--- src/hw/rtl/spin_feedforward_torque_assert.svh ---
// assertion macros for the spin feed-forward torque block
// expects a clock named clk and an active-low reset named rst_n in the including module
`ifndef SPIN_FEEDFORWARD_TORQUE_ASSERT_SVH
`define SPIN_FEEDFORWARD_TORQUE_ASSERT_SVH

// same-cycle implication
`define SFFT_ASSERT_NOW(label, ante, cons, msg) \
  label: assert property (@(posedge clk) disable iff (!rst_n) (ante) |-> (cons)) \
    else $error(msg);

// next-cycle implication
`define SFFT_ASSERT_NXT(label, ante, cons, msg) \
  label: assert property (@(posedge clk) disable iff (!rst_n) (ante) |=> (cons)) \
    else $error(msg);

`endif

--- src/hw/rtl/sfft_pkg.sv ---
// constants for the spin feed-forward torque block
// no dependencies
`default_nettype none

package sfft_pkg;

  // item kinds
  localparam logic [1:0] OP_CMD     = 2'd0;
  localparam logic [1:0] OP_TICK    = 2'd1;
  localparam logic [1:0] OP_PROTECT = 2'd2;

  // register indexes (byte address 4*i)
  localparam logic [2:0] REG_TIMEOUT  = 3'd0;
  localparam logic [2:0] REG_FRONT    = 3'd1;
  localparam logic [2:0] REG_REAR     = 3'd2;
  localparam logic [2:0] REG_MAXTRQ   = 3'd3;
  localparam logic [2:0] REG_SIGN     = 3'd4;

  // fixed-point constants
  localparam logic signed [15:0] SPEED_LIM  = 16'sd16000;
  localparam logic signed [15:0] PHASE_LIM  = 16'sd16384;
  localparam logic [23:0]        SPEED_ALPHA = 24'd3277;
  localparam logic [56:0]        NORM_MIN_SQ = 57'd175921860444;
  localparam logic signed [17:0] ONE_Q16    = 18'sd65536;
  localparam logic signed [23:0] ONE_Q22    = 24'sd4194304;

endpackage

`default_nettype wire

--- src/hw/rtl/spin_feedforward_torque.sv ---
// spin feed-forward torque: command filter, norm, gain blend and saturation
// depends on sfft_pkg and spin_feedforward_torque_assert.svh
`default_nettype none

// Takes one item at a time. Commands, protect clears, unused kinds and
// inactive ticks go to the done state and raise out_tvalid once the
// output register is free. An active tick runs through a shared
// bit-serial shift-add multiplier (for the speed filter, the two squares,
// the gain blend and the torque product), a one-bit-per-cycle square root
// and a one-bit-per-cycle divider, then raises out_tvalid once the output
// register is free; a phase vector too short to normalize skips the root
// and the divider. The sequencer goes idle in the same cycle the result loads.
// in_tready is high whenever no item is in progress; a finished result
// waits in the output register while the next item is taken in.

`include "spin_feedforward_torque_assert.svh"

module spin_feedforward_torque
  import sfft_pkg::*;
#(
  parameter int TIME_BITS = 32
) (
  input  wire         clk,
  input  wire         rst_n,
  // input channel
  input  wire         in_tvalid,
  output logic        in_tready,
  // spin_speed[15:0], spin_enable[16], phase_sine[32:17], phase_cosine[48:33],
  // now_ms[80:49], zero fill [87:81]
  input  wire  [87:0] in_tdata,
  // op[1:0]
  input  wire  [1:0]  in_tuser,
  // result channel
  output logic        out_tvalid,
  input  wire         out_tready,
  // torque[23:0], rear_weight[40:24], zero fill [47:41]
  output logic [47:0] out_tdata,
  // active[0]
  output logic [0:0]  out_tuser,
  // configuration port
  input  wire         cfg_psel,
  input  wire         cfg_penable,
  input  wire         cfg_pwrite,
  input  wire  [4:0]  cfg_paddr,
  input  wire  [31:0] cfg_pwdata,
  output logic [31:0] cfg_prdata,
  output logic        cfg_pready
);

  localparam int NW = (TIME_BITS < 32) ? TIME_BITS : 32;

  // sequencer states
  localparam logic [3:0] S_IDLE = 4'd0;
  localparam logic [3:0] S_SPDM = 4'd1;
  localparam logic [3:0] S_SPDF = 4'd2;
  localparam logic [3:0] S_SQS  = 4'd3;
  localparam logic [3:0] S_SQC  = 4'd4;
  localparam logic [3:0] S_NORM = 4'd5;
  localparam logic [3:0] S_SQRT = 4'd6;
  localparam logic [3:0] S_DIV  = 4'd7;
  localparam logic [3:0] S_WGT  = 4'd8;
  localparam logic [3:0] S_GNM  = 4'd9;
  localparam logic [3:0] S_GNF  = 4'd10;
  localparam logic [3:0] S_TQM  = 4'd11;
  localparam logic [3:0] S_TQF  = 4'd12;
  localparam logic [3:0] S_DONE = 4'd13;

  // configuration registers
  logic [15:0] timeout_r;
  logic [23:0] front_r;
  logic [23:0] rear_r;
  logic [22:0] maxtrq_r;
  logic        signneg_r;

  // block state
  logic signed [15:0] speed_goal_r, sine_goal_r, cos_goal_r;
  logic signed [31:0] spd_s_r;
  logic signed [23:0] sin_s_r, cos_s_r;
  logic               spin_on_r;
  logic [TIME_BITS-1:0] last_r;
  logic signed [23:0] torque_held_r;
  logic [16:0]        weight_held_r;

  // sequencer and datapath
  logic [3:0]  state_r;
  logic [5:0]  cnt_r;
  logic [56:0] mul_a_r, acc_r;
  logic [23:0] mul_b_r;
  logic        neg_r;
  logic [45:0] sq_v_r;
  logic [25:0] sq_rem_r;
  logic [22:0] root_r;
  logic [38:0] div_n_r;
  logic [23:0] div_r_r;
  logic signed [17:0] ncos_r;
  logic [16:0] w_r;
  logic signed [23:0] res_t_r;
  logic [16:0] res_w_r;
  logic        res_a_r;

  // output register
  logic        out_valid_r;
  logic signed [23:0] out_t_r;
  logic [16:0] out_w_r;
  logic        out_a_r;

  // one-step phase low-pass, alpha one quarter
  function automatic logic signed [23:0] lp_phase(logic signed [15:0] g,
                                                  logic signed [23:0] s);
    logic signed [24:0] d;
    logic [24:0] mag;
    logic [24:0] r;
    d   = 25'(signed'({g, 8'b0})) - 25'(s);
    mag = d[24] ? 25'(-d) : 25'(d);
    r   = (mag + 25'd2) >> 2;
    return d[24] ? 24'(s - signed'(r[23:0])) : 24'(s + signed'(r[23:0]));
  endfunction

  // symmetric clamp of a 16-bit value
  function automatic logic signed [15:0] clamp16(logic signed [15:0] x,
                                                 logic signed [15:0] lim);
    if (x > lim) return lim;
    if (x < -lim) return -lim;
    return x;
  endfunction

  // input decode
  logic signed [15:0] spd_c, sn_c, cs_c;
  logic               en_in;
  logic [TIME_BITS-1:0] now_t, age;
  logic               tick_ok;
  assign spd_c   = clamp16(signed'(in_tdata[15:0]), SPEED_LIM);
  assign en_in   = in_tdata[16];
  assign sn_c    = clamp16(signed'(in_tdata[32:17]), PHASE_LIM);
  assign cs_c    = clamp16(signed'(in_tdata[48:33]), PHASE_LIM);
  assign now_t   = TIME_BITS'(in_tdata[49 +: NW]);
  assign age     = now_t - last_r;
  assign tick_ok = spin_on_r && (age <= TIME_BITS'(timeout_r));

  // speed filter error
  logic signed [32:0] spd_d;
  assign spd_d = 33'(signed'({speed_goal_r, 16'b0})) - 33'(spd_s_r);

  // multiplier step
  logic [56:0] acc_step;
  assign acc_step = acc_r + (mul_b_r[0] ? mul_a_r : 57'd0);

  // square root step
  logic [25:0] rem2, trial;
  logic        sq_ge;
  logic [25:0] rem_step;
  logic [22:0] root_step;
  assign rem2      = {sq_rem_r[23:0], sq_v_r[45:44]};
  assign trial     = {1'b0, root_r, 2'b01};
  assign sq_ge     = rem2 >= trial;
  assign rem_step  = sq_ge ? rem2 - trial : rem2;
  assign root_step = {root_r[21:0], sq_ge};

  // divider step
  logic [23:0] dr2;
  logic        dv_ge;
  logic [38:0] n_step;
  assign dr2    = {div_r_r[22:0], div_n_r[38]};
  assign dv_ge  = dr2 >= {1'b0, root_r};
  assign n_step = {div_n_r[37:0], dv_ge};

  // magnitudes of the filtered values
  logic [22:0] sin_mag, cos_mag;
  logic [31:0] spd_mag;
  assign sin_mag = sin_s_r[23] ? 23'(-sin_s_r) : 23'(sin_s_r);
  assign cos_mag = cos_s_r[23] ? 23'(-cos_s_r) : 23'(cos_s_r);
  assign spd_mag = spd_s_r[31] ? 32'(-spd_s_r) : 32'(spd_s_r);

  // rounded product tails
  logic [56:0] rnd16, rnd28;
  assign rnd16 = (acc_r + 57'd32768) >> 16;
  assign rnd28 = (acc_r + 57'd134217728) >> 28;

  // finishing arithmetic
  logic signed [31:0] spd_new;
  logic [38:0]        q_cl;
  logic signed [17:0] ncos_div;
  logic signed [18:0] w_full;
  logic signed [24:0] gdiff;
  logic [23:0]        gain;
  logic [22:0]        tq_lim;
  logic signed [23:0] tq;
  assign spd_new  = neg_r ? spd_s_r - signed'(rnd16[31:0]) : spd_s_r + signed'(rnd16[31:0]);
  assign q_cl     = (n_step > 39'd65536) ? 39'd65536 : n_step;
  assign ncos_div = cos_s_r[23] ? -signed'(q_cl[17:0]) : signed'(q_cl[17:0]);
  assign w_full   = (19'sd65537 - 19'(ncos_r)) >>> 1;
  assign gdiff    = signed'({1'b0, rear_r}) - signed'({1'b0, front_r});
  assign gain     = neg_r ? front_r - rnd16[23:0] : front_r + rnd16[23:0];
  assign tq_lim   = (rnd28 > 57'(maxtrq_r)) ? maxtrq_r : rnd28[22:0];
  assign tq       = neg_r ? -signed'({1'b0, tq_lim}) : signed'({1'b0, tq_lim});

  // the sine square hands the multiplier over to the cosine square
  logic sq_switch;
  assign sq_switch = (state_r == S_SQS) && (cnt_r == 6'd0);

  assign in_tready = (state_r == S_IDLE);

  // sequencer and datapath
  always_ff @(posedge clk) begin
    if (!rst_n) begin
      state_r       <= S_IDLE;
      speed_goal_r  <= '0;
      sine_goal_r   <= '0;
      cos_goal_r    <= PHASE_LIM;
      spd_s_r       <= '0;
      sin_s_r       <= '0;
      cos_s_r       <= ONE_Q22;
      spin_on_r     <= 1'b0;
      last_r        <= '0;
      torque_held_r <= '0;
      weight_held_r <= '0;
      out_valid_r   <= 1'b0;
      cnt_r         <= '0;
    end else begin
      if (out_valid_r && out_tready && state_r != S_DONE) out_valid_r <= 1'b0;

      // shared multiplier advances in every multiply state
      if (state_r == S_SPDM || state_r == S_SQS || state_r == S_SQC ||
          state_r == S_GNM || state_r == S_TQM) begin
        acc_r <= acc_step;
        if (sq_switch) begin
          // keep the accumulator so the two squares sum
          mul_a_r <= 57'(cos_mag);
          mul_b_r <= 24'(cos_mag);
          cnt_r   <= 6'd22;
        end else begin
          mul_a_r <= mul_a_r << 1;
          mul_b_r <= mul_b_r >> 1;
          cnt_r   <= cnt_r - 6'd1;
        end
      end

      unique case (state_r)
        S_IDLE: begin
          if (in_tvalid) begin
            case (in_tuser)
              OP_CMD: begin
                state_r      <= S_DONE;
                speed_goal_r <= en_in ? spd_c : '0;
                sine_goal_r  <= en_in ? sn_c : '0;
                cos_goal_r   <= en_in ? cs_c : PHASE_LIM;
                spin_on_r    <= en_in;
                last_r       <= now_t;
                res_a_r      <= en_in;
                if (!en_in) begin
                  spd_s_r       <= '0;
                  torque_held_r <= '0;
                  weight_held_r <= '0;
                  res_t_r       <= '0;
                  res_w_r       <= '0;
                end else begin
                  res_t_r <= torque_held_r;
                  res_w_r <= weight_held_r;
                end
              end
              OP_TICK: begin
                res_a_r <= 1'b0;
                res_t_r <= '0;
                res_w_r <= '0;
                if (!tick_ok) begin
                  spd_s_r       <= '0;
                  torque_held_r <= '0;
                  weight_held_r <= '0;
                  state_r       <= S_DONE;
                end else begin
                  sin_s_r <= lp_phase(sine_goal_r, sin_s_r);
                  cos_s_r <= lp_phase(cos_goal_r, cos_s_r);
                  mul_a_r <= 57'(spd_d[32] ? 33'(-spd_d) : 33'(spd_d));
                  mul_b_r <= SPEED_ALPHA;
                  acc_r   <= '0;
                  neg_r   <= spd_d[32];
                  cnt_r   <= 6'd11;
                  state_r <= S_SPDM;
                end
              end
              OP_PROTECT: begin
                state_r       <= S_DONE;
                spd_s_r       <= '0;
                torque_held_r <= '0;
                weight_held_r <= '0;
                res_a_r       <= 1'b0;
                res_t_r       <= '0;
                res_w_r       <= '0;
              end
              default: begin
                state_r <= S_DONE;
                res_a_r <= 1'b0;
                res_t_r <= torque_held_r;
                res_w_r <= weight_held_r;
              end
            endcase
          end
        end
        S_SPDM: begin
          if (cnt_r == 6'd0) state_r <= S_SPDF;
        end
        S_SPDF: begin
          spd_s_r <= spd_new;
          mul_a_r <= 57'(sin_mag);
          mul_b_r <= 24'(sin_mag);
          acc_r   <= '0;
          cnt_r   <= 6'd22;
          state_r <= S_SQS;
        end
        S_SQS: begin
          if (cnt_r == 6'd0) state_r <= S_SQC;
        end
        S_SQC: begin
          if (cnt_r == 6'd0) state_r <= S_NORM;
        end
        S_NORM: begin
          if (acc_r > NORM_MIN_SQ) begin
            sq_v_r   <= acc_r[45:0];
            sq_rem_r <= '0;
            root_r   <= '0;
            cnt_r    <= 6'd22;
            state_r  <= S_SQRT;
          end else begin
            ncos_r  <= ONE_Q16;
            state_r <= S_WGT;
          end
        end
        S_SQRT: begin
          sq_rem_r <= rem_step;
          root_r   <= root_step;
          sq_v_r   <= sq_v_r << 2;
          if (cnt_r == 6'd0) begin
            div_n_r <= {cos_mag, 16'b0} + 39'(root_step >> 1);
            div_r_r <= '0;
            cnt_r   <= 6'd38;
            state_r <= S_DIV;
          end else begin
            cnt_r <= cnt_r - 6'd1;
          end
        end
        S_DIV: begin
          div_r_r <= dv_ge ? dr2 - {1'b0, root_r} : dr2;
          div_n_r <= n_step;
          if (cnt_r == 6'd0) begin
            ncos_r  <= ncos_div;
            state_r <= S_WGT;
          end else begin
            cnt_r <= cnt_r - 6'd1;
          end
        end
        S_WGT: begin
          w_r     <= w_full[16:0];
          mul_a_r <= {33'b0, 24'(gdiff[24] ? -gdiff : gdiff)};
          mul_b_r <= 24'(w_full[16:0]);
          acc_r   <= '0;
          neg_r   <= gdiff[24];
          cnt_r   <= 6'd16;
          state_r <= S_GNM;
        end
        S_GNM: begin
          if (cnt_r == 6'd0) state_r <= S_GNF;
        end
        S_GNF: begin
          mul_a_r <= 57'(spd_mag);
          mul_b_r <= gain;
          acc_r   <= '0;
          neg_r   <= spd_s_r[31] ^ signneg_r;
          cnt_r   <= 6'd23;
          state_r <= S_TQM;
        end
        S_TQM: begin
          if (cnt_r == 6'd0) state_r <= S_TQF;
        end
        S_TQF: begin
          torque_held_r <= tq;
          weight_held_r <= w_r;
          res_t_r       <= tq;
          res_w_r       <= w_r;
          res_a_r       <= 1'b1;
          state_r       <= S_DONE;
        end
        S_DONE: begin
          if (!out_valid_r || out_tready) begin
            out_valid_r <= 1'b1;
            out_t_r     <= res_t_r;
            out_w_r     <= res_w_r;
            out_a_r     <= res_a_r;
            state_r     <= S_IDLE;
          end
        end
        default: state_r <= S_IDLE;
      endcase
    end
  end

  assign out_tvalid = out_valid_r;
  assign out_tdata  = {7'b0, out_w_r, out_t_r};
  assign out_tuser  = out_a_r;

  // configuration writes
  logic cfg_wr;
  assign cfg_wr     = cfg_psel && cfg_penable && cfg_pwrite && cfg_pready;
  assign cfg_pready = 1'b1;

  always_ff @(posedge clk) begin
    if (!rst_n) begin
      timeout_r <= 16'd100;
      front_r   <= '0;
      rear_r    <= '0;
      maxtrq_r  <= 23'd65536;
      signneg_r <= 1'b0;
    end else if (cfg_wr) begin
      unique case (cfg_paddr[4:2])
        REG_TIMEOUT: timeout_r <= cfg_pwdata[15:0];
        REG_FRONT:   front_r   <= cfg_pwdata[23:0];
        REG_REAR:    rear_r    <= cfg_pwdata[23:0];
        REG_MAXTRQ:  maxtrq_r  <= cfg_pwdata[22:0];
        REG_SIGN:    signneg_r <= cfg_pwdata[0];
        default: begin
        end
      endcase
    end
  end

  // register readback
  always_comb begin
    unique case (cfg_paddr[4:2])
      REG_TIMEOUT: cfg_prdata = {16'b0, timeout_r};
      REG_FRONT:   cfg_prdata = {8'b0, front_r};
      REG_REAR:    cfg_prdata = {8'b0, rear_r};
      REG_MAXTRQ:  cfg_prdata = {9'b0, maxtrq_r};
      REG_SIGN:    cfg_prdata = {31'b0, signneg_r};
      default:     cfg_prdata = '0;
    endcase
  end

  // checks
  `SFFT_ASSERT_NXT(a_accept_busy, in_tvalid && in_tready, state_r != S_IDLE,
                   "transfer accepted but sequencer stayed idle")
  `SFFT_ASSERT_NXT(a_done_holds, state_r == S_DONE && out_valid_r && !out_tready,
                   state_r == S_DONE, "result overwrote a pending output")
  `SFFT_ASSERT_NOW(a_weight_range, out_valid_r, out_w_r <= 17'd65536,
                   "rear weight above one")
  `SFFT_ASSERT_NOW(a_spd_count, state_r == S_SPDM, cnt_r <= 6'd11,
                   "speed multiply ran past its bit count")

endmodule

`default_nettype wire
--- config.mk ---
export PLATFORM = sky130hd
export DESIGN_NAME = spin_feedforward_torque
export DESIGN_NICKNAME = d
export VERILOG_FILES = /design/src/hw/rtl/sfft_pkg.sv /design/src/hw/rtl/spin_feedforward_torque.sv
export VERILOG_INCLUDE_DIRS = /design/src /design/src/hw/rtl
export SDC_FILE = /design/constraint.sdc
export NUM_CORES = 2
export LEC_CHECK = 0
export BUFFER_PORTS_ARGS = -buffer_cell sky130_fd_sc_hd__buf_2
export CORE_MARGIN = 2
export CORE_UTILIZATION = 44
export DETAILED_ROUTE_END_ITERATION = 6
export PLACE_DENSITY = 0.63
export RECOVER_POWER = 100
export SYNTH_ARGS = -nofsm -noshare
export SYNTH_HDL_FRONTEND = slang
export SYNTH_SLANG_ARGS = --single-unit
--- constraint.sdc ---
create_clock -name clk -period 11.4 [get_ports clk]
set_input_delay 1.14 -clock clk [delete_from_list [all_inputs] [get_ports clk]]
set_output_delay 1.14 -clock clk [all_outputs]
set_load 0.02 [all_outputs]
# After elaboration in Yosys (flattened, before gate mapping)
# Cells that the tools add are included.
# op_classes
addsub,32
n_reduce_logical,41
bitwise_logic,1
order_cmp,12
muxes,126
n_eq_ne,36
# op_table
op,n
57-bit two-way mux,11
24-bit two-way mux,15
16-bit two-way mux,15
57-bit case mux with 4 select lines,1
24-bit case mux with 2 select lines,4
23-bit two-way mux,7
32-bit two-way mux,5
24-bit case mux with 5 select lines,1
57-bit case mux with 2 select lines,1
17-bit case mux with 2 select lines,3
24-bit case mux with 4 select lines,1
32-bit case mux with 3 select lines,1
24-bit subtractor,4
23-bit case mux with 2 select lines,2
46-bit case mux with 2 select lines,1
39-bit case mux with 2 select lines,1
24-bit by 24-bit subtractor with 25-bit output,3
24-bit adder,3
18-bit two-way mux,4
24-bit case mux with 3 select lines,1
17-bit two-way mux,4
32-bit case mux with 2 select lines,1
32-bit subtractor,2
57-bit by 28-bit adder with 57-bit output (second input constant),1
68 further kinds,156
# word_totals
elab_cells,283
out_inout_bits,84
register_bits,714
input_bits,134

# Logic depth before layout (Yosys ltp)
# logic_depth
ltp_word,10
mapped_depth,38
mapped_depth_nobuf,33

# Worst setup path after synthesis
# Ideal clock, no wire load.
# synth_path
kind,reg-to-reg
from,register cos_s_r[23]
to,register cos_s_r[23]
t_required_ns,11.275
arrival_ns,8.259
path_stages_with_launch,39
slack_ns,3.016
cell_sequence,dfxtp_1 > clkbuf_1 > clkbuf_1 > clkinv_1 > ha_1 > and2_1 > a211oi_1 > and2_1 > nor2_1 > clkbuf_1 > nor2_1 > clkbuf_1 > buf_1 > clkbuf_1 > nand2_1 > xnor2_1 > ha_1 > clkbuf_1 > [3 not listed] > nor2_1 > mux2_2 > o21ai_0 > a221oi_1 > xor2_1 > ha_1 > nand3_1 > a21oi_1 > o31ai_1 > o21ai_0 > o211ai_1 > nand3_1 > o41ai_1 > nor2_1 > a211oi_1 > nor3_1 > a311oi_1 > nand3_1
# synth_via
elab_chain_len,6
word_cells_on_any_way,7
cone_classes,add/sub: 5; mux: 2
# synth_rtl
element,line_no,text
"start, declared",spin_feedforward_torque.sv:78,"logic signed [23:0] sin_s_r, cos_s_r;"
"start signal, assigned",spin_feedforward_torque.sv:272,"cos_s_r <= lp_phase(cos_goal_r, cos_s_r);"
24-bit by 24-bit subtractor with 25-bit output,spin_feedforward_torque.sv:113,"d = 25'(signed'({g, 8'b0})) - 25'(s);"
25-bit negator,spin_feedforward_torque.sv:114,mag = d[24] ? 25'(-d) : 25'(d);
25-bit two-way mux,spin_feedforward_torque.sv:114,
25-bit by 2-bit adder with 25-bit output,spin_feedforward_torque.sv:115,r = (mag + 25'd2) >> 2;
24-bit adder / 24-bit subtractor (equally long branches),spin_feedforward_torque.sv:116,return d[24] ? 24'(s - signed'(r[23:0])) : 24'(s + signed'(r[23:0]));
24-bit two-way mux *,spin_feedforward_torque.sv:116,
# Every way passes the cells marked *; elsewhere a longest branch is shown, timed or not.
# A chain may end at the register's enable or synchronous reset.

# Final worst setup path
# layout_path
from,register cos_s_r[0]
to,register cos_s_r[23]
# Same word-level chain as after synthesis.

==> results.sh <==
export IMPL_drcViolationCount=0
export IMPL_routed_wl_um=199000
export IMPL_synth_distinct_cells=105
export IMPL_h_tree_depth=3
export IMPL_first_iter_violations=5645
export IMPL_cts_setup_buffers=0
export IMPL_cts_sinks=713
export IMPL_syn_area_um2=58900
export IMPL_ctsResizeCount=0
export IMPL_maxCapViolCount=24
export IMPL_clk_pin_slew_ns=0.06
export IMPL_nNetsFinal=7863
export IMPL_die_area_um2=137000
export IMPL_avgViaCountPerCell=6.02
export IMPL_crit_path_frequent_cell="nor2_1"
export IMPL_postSynthCellCount=7390
export IMPL_synth_edf_count=412
export IMPL_cts_buffers=87
export IMPL_grt_pass1_vias=50600
export IMPL_fin_crit_sh_pct=82.8
export IMPL_antenna_found_initial=12
export IMPL_ctsLongestPathBuffers=3
export IMPL_grt_usage_pct=28.0
export IMPL_r2r_start="cos_s_r[0]"
export IMPL_hp_class="reg2reg"
export IMPL_yosys_most_used_dff="edfxtp_1"
export IMPL_ys_seq_area_share_pct=31.2
export IMPL_fin_skew_ns=0.0651
export IMPL_post_drt_wl_per_cell_um=21.7
export IMPL_root_buffer="clkbuf_16"
export IMPL_slew_headroom_pct=-205
export IMPL_yosys_top_cells_count="994 x nand2_1, 734 x nor2_1, 684 x a21oi_1"
export IMPL_grt_max_degree=97
export IMPL_setup_viol=0
export IMPL_leakagePower_nw=24.7
export IMPL_drt_pass1_iter_count=6
export IMPL_switching_share_pct=46.1
export IMPL_violations="capacitance limit, slew limit"
export IMPL_cp_start_kind="flip-flop"
export IMPL_io_buffers=184
export IMPL_worstPathRequired_ns=11.96
export IMPL_die_x_um=370
export IMPL_worstSetupEndpointType="flip-flop"
export IMPL_cts_hold_buffers_added=0
export IMPL_switching_power_mw=7.30
export IMPL_syn_area_per_cell_um2=7.97
export IMPL_fin_tns_setup_ns=0
export IMPL_core_area_um2=133000
export IMPL_drtAntennaViolNets=0
export IMPL_internal_power_mw=8.52
export IMPL_pwr_share_seq_pct=24.8
export IMPL_tritoncts="built"
export IMPL_worstHoldStart="res_t_r[6]"
export IMPL_p_comb_share_pct=56.5
export IMPL_status="finished, violations left"
export IMPL_hold_violations=0
export IMPL_worstSkewPairLatency_ns=0.73
export IMPL_worstPathArrival_ns=9.99
export IMPL_slew_viol_final=1302
export IMPL_ir_worst_vdd_mv=0.159
export IMPL_areaGrowthSynthToFinish_pct=8.71
export IMPL_ys_top_cells_by_area="edfxtp_1 21%, dfxtp_1 10%, ha_1 8.0%, nand2_1 6.3%, xnor2_1 6.1%"
export IMPL_final_util_pct=48.1
export IMPL_powerDensity_nw_per_um2=247
export IMPL_crit_fanout=14
export IMPL_drive_gt1_share_pct=5.74
export IMPL_ys_ff_latch=713
export IMPL_post_route_min_period_ns=9.43
export IMPL_synth_top_cell_by_area="edfxtp_1"
export IMPL_vias=55300
export IMPL_gp_congestion=0.983
export IMPL_max_stage_delay_ns=0.63
export IMPL_overflow=0
export IMPL_grt_pass1_wl_um=302000
export IMPL_yosysWarningCount=0
export IMPL_synth_top_area_share_pct=21.0
export IMPL_startpoint="cos_s_r[0]"
export IMPL_top_level_ports=218
export IMPL_synth_most_common_cell="nand2_1"
export IMPL_slowest_stage="or4bb_1"
export IMPL_p_clk_share_pct=18.7
export IMPL_place_hpwl_um=151000
export IMPL_start_util_pct=44.2
export IMPL_num_rows=134
export IMPL_dieHeight_um=370
export IMPL_async_flop_share_pct=0
export IMPL_worstSetupPathType="reg2reg"
export IMPL_fmax_ghz=0.106
export IMPL_rsz0062_at_grt="false"
export IMPL_worst_slew_pin_slew_ns=4.58
## logic make-up after synthesis
family / after synthesis / synth area share [%]
AOI/OAI and AO/OA: 2094 / 23.1
xor gates and xnor gates: 655 / 9.78
adders and majority gates: 384 / 8.27
buffers and inverters: 731 / 4.81
DFF: 713 / 31.2
muxes: 69 / 1.22
other: 2 / 0.0128
and+or+nand+nor: 2742 / 21.6
## critical path: cells and delay by family (launching register included)
kind            cells  cell delay, ns
xor+xnor            3            0.60
mux                 1            0.25
compound gates     11            3.15
buf+inv             3            0.94
flops               1            0.51
simple gates       12            2.63
fa+ha+maj           3            1.16
## per-stage QoR
| step | hold WS (ns) | total power, mW | setup WS, ns | area (µm²) | std cells |
|---|---|---|---|---|---|
| 3_5_place_dp | 0.405 | 12.7 | 2.36 | 61200 | 9024 |
| 2_1_floorplan | 0.400 | 10.3 | 3.02 | 58900 | 7404 |
| 6_report | 0.421 | 15.8 | 1.97 | 64000 | 9188 |
| 4_1_cts | 0.418 | 15.7 | 2.36 | 64300 | 9184 |
| 3_3_place_gp | 0.403 | 12.6 | 2.51 | 61200 | 9024 |
| 5_1_grt | 0.431 | 16.8 | 1.23 | 64000 | 9185 |
## placed cells by master (no fill, tap or decap), types with 50 or more instances in the layout
master,Yosys,routed
nand2_1,994,991
nor2_1,734,726
a21oi_1,684,681
xnor2_1,412,412
edfxtp_1,412,412
ha_1,375,375
o21ai_0,357,359
inv_1,318,317
dfxtp_1,301,301
xor2_1,241,241
nor3_1,166,165
nand3_1,145,145
a22oi_1,139,139
a21o_1,117,117
buf_2,10,115
clkbuf_1,352,113
and2_1,115,112
clkbuf_16,0,90
a31oi_1,85,84
nand2b_1,82,82
nand4_1,79,79
nor2b_1,75,75
o31ai_1,74,73
nor4_1,68,67
o21a_1,65,65
a211oi_1,64,64
or3_1,62,62
and3_1,59,59
mux2i_1,50,50
## cell type report
class | instances | area, µm²
inverters | 320 | 1200
flip-flops and latches | 713 | 18400
clock buffers | 110 | 2390
multi-input cells | 5960 | 37800
fillers | 13100 | 69100
clock inverters | 50 | 646
repair buffers | 263 | 1310
diodes | 4 | 10.0
well taps | 1768 | 2210
## power by group through the flow
stage / registers (mW) / clock network [mW] / logic (mW)
3_3_place_gp: 3.93 / 0 / 8.64
4_1_cts: 3.89 / 3.02 / 8.78
3_5_place_dp: 3.94 / 0 / 8.73
2_1_floorplan: 3.56 / 0 / 6.75
5_1_grt: 3.96 / 3.11 / 9.75
6_report: 3.92 / 2.97 / 8.94
## state kept, by name, indices dropped and copies added, names as in the netlist, 23 cells and up
signal         flops
root_r            23
mul_a_r           57
cos_s_r           24
out_t_r           24
sq_rem_r          24
rear_r            24
sin_s_r           24
div_r_r           23
maxtrq_r          23
sq_v_r            46
div_n_r           39
mul_b_r           24
last_r            32
front_r           24
spd_s_r           32
torque_held_r     24
res_t_r           24
acc_r             57
## per-layer routing
layer,vias up,GRT usage (%),part of all wire [%]
met3,380,4.05,7.5
met5,-,0,0.039
met2,2064,43.8,44
li1,26600,-,-
met1,26300,38.9,44
met4,12,11.3,4.2
## final timing paths
path | end | slack, ns | cells after the start
setup / recovery | cos_s_r[23] | 1.97 | 33
hold / removal | out_t_r[6] | 0.42 | 0
setup reg to reg | cos_s_r[23] | 1.97 | 33
hold reg to reg | out_t_r[6] | 0.42 | 0
(Power assumes the default switching activity.)
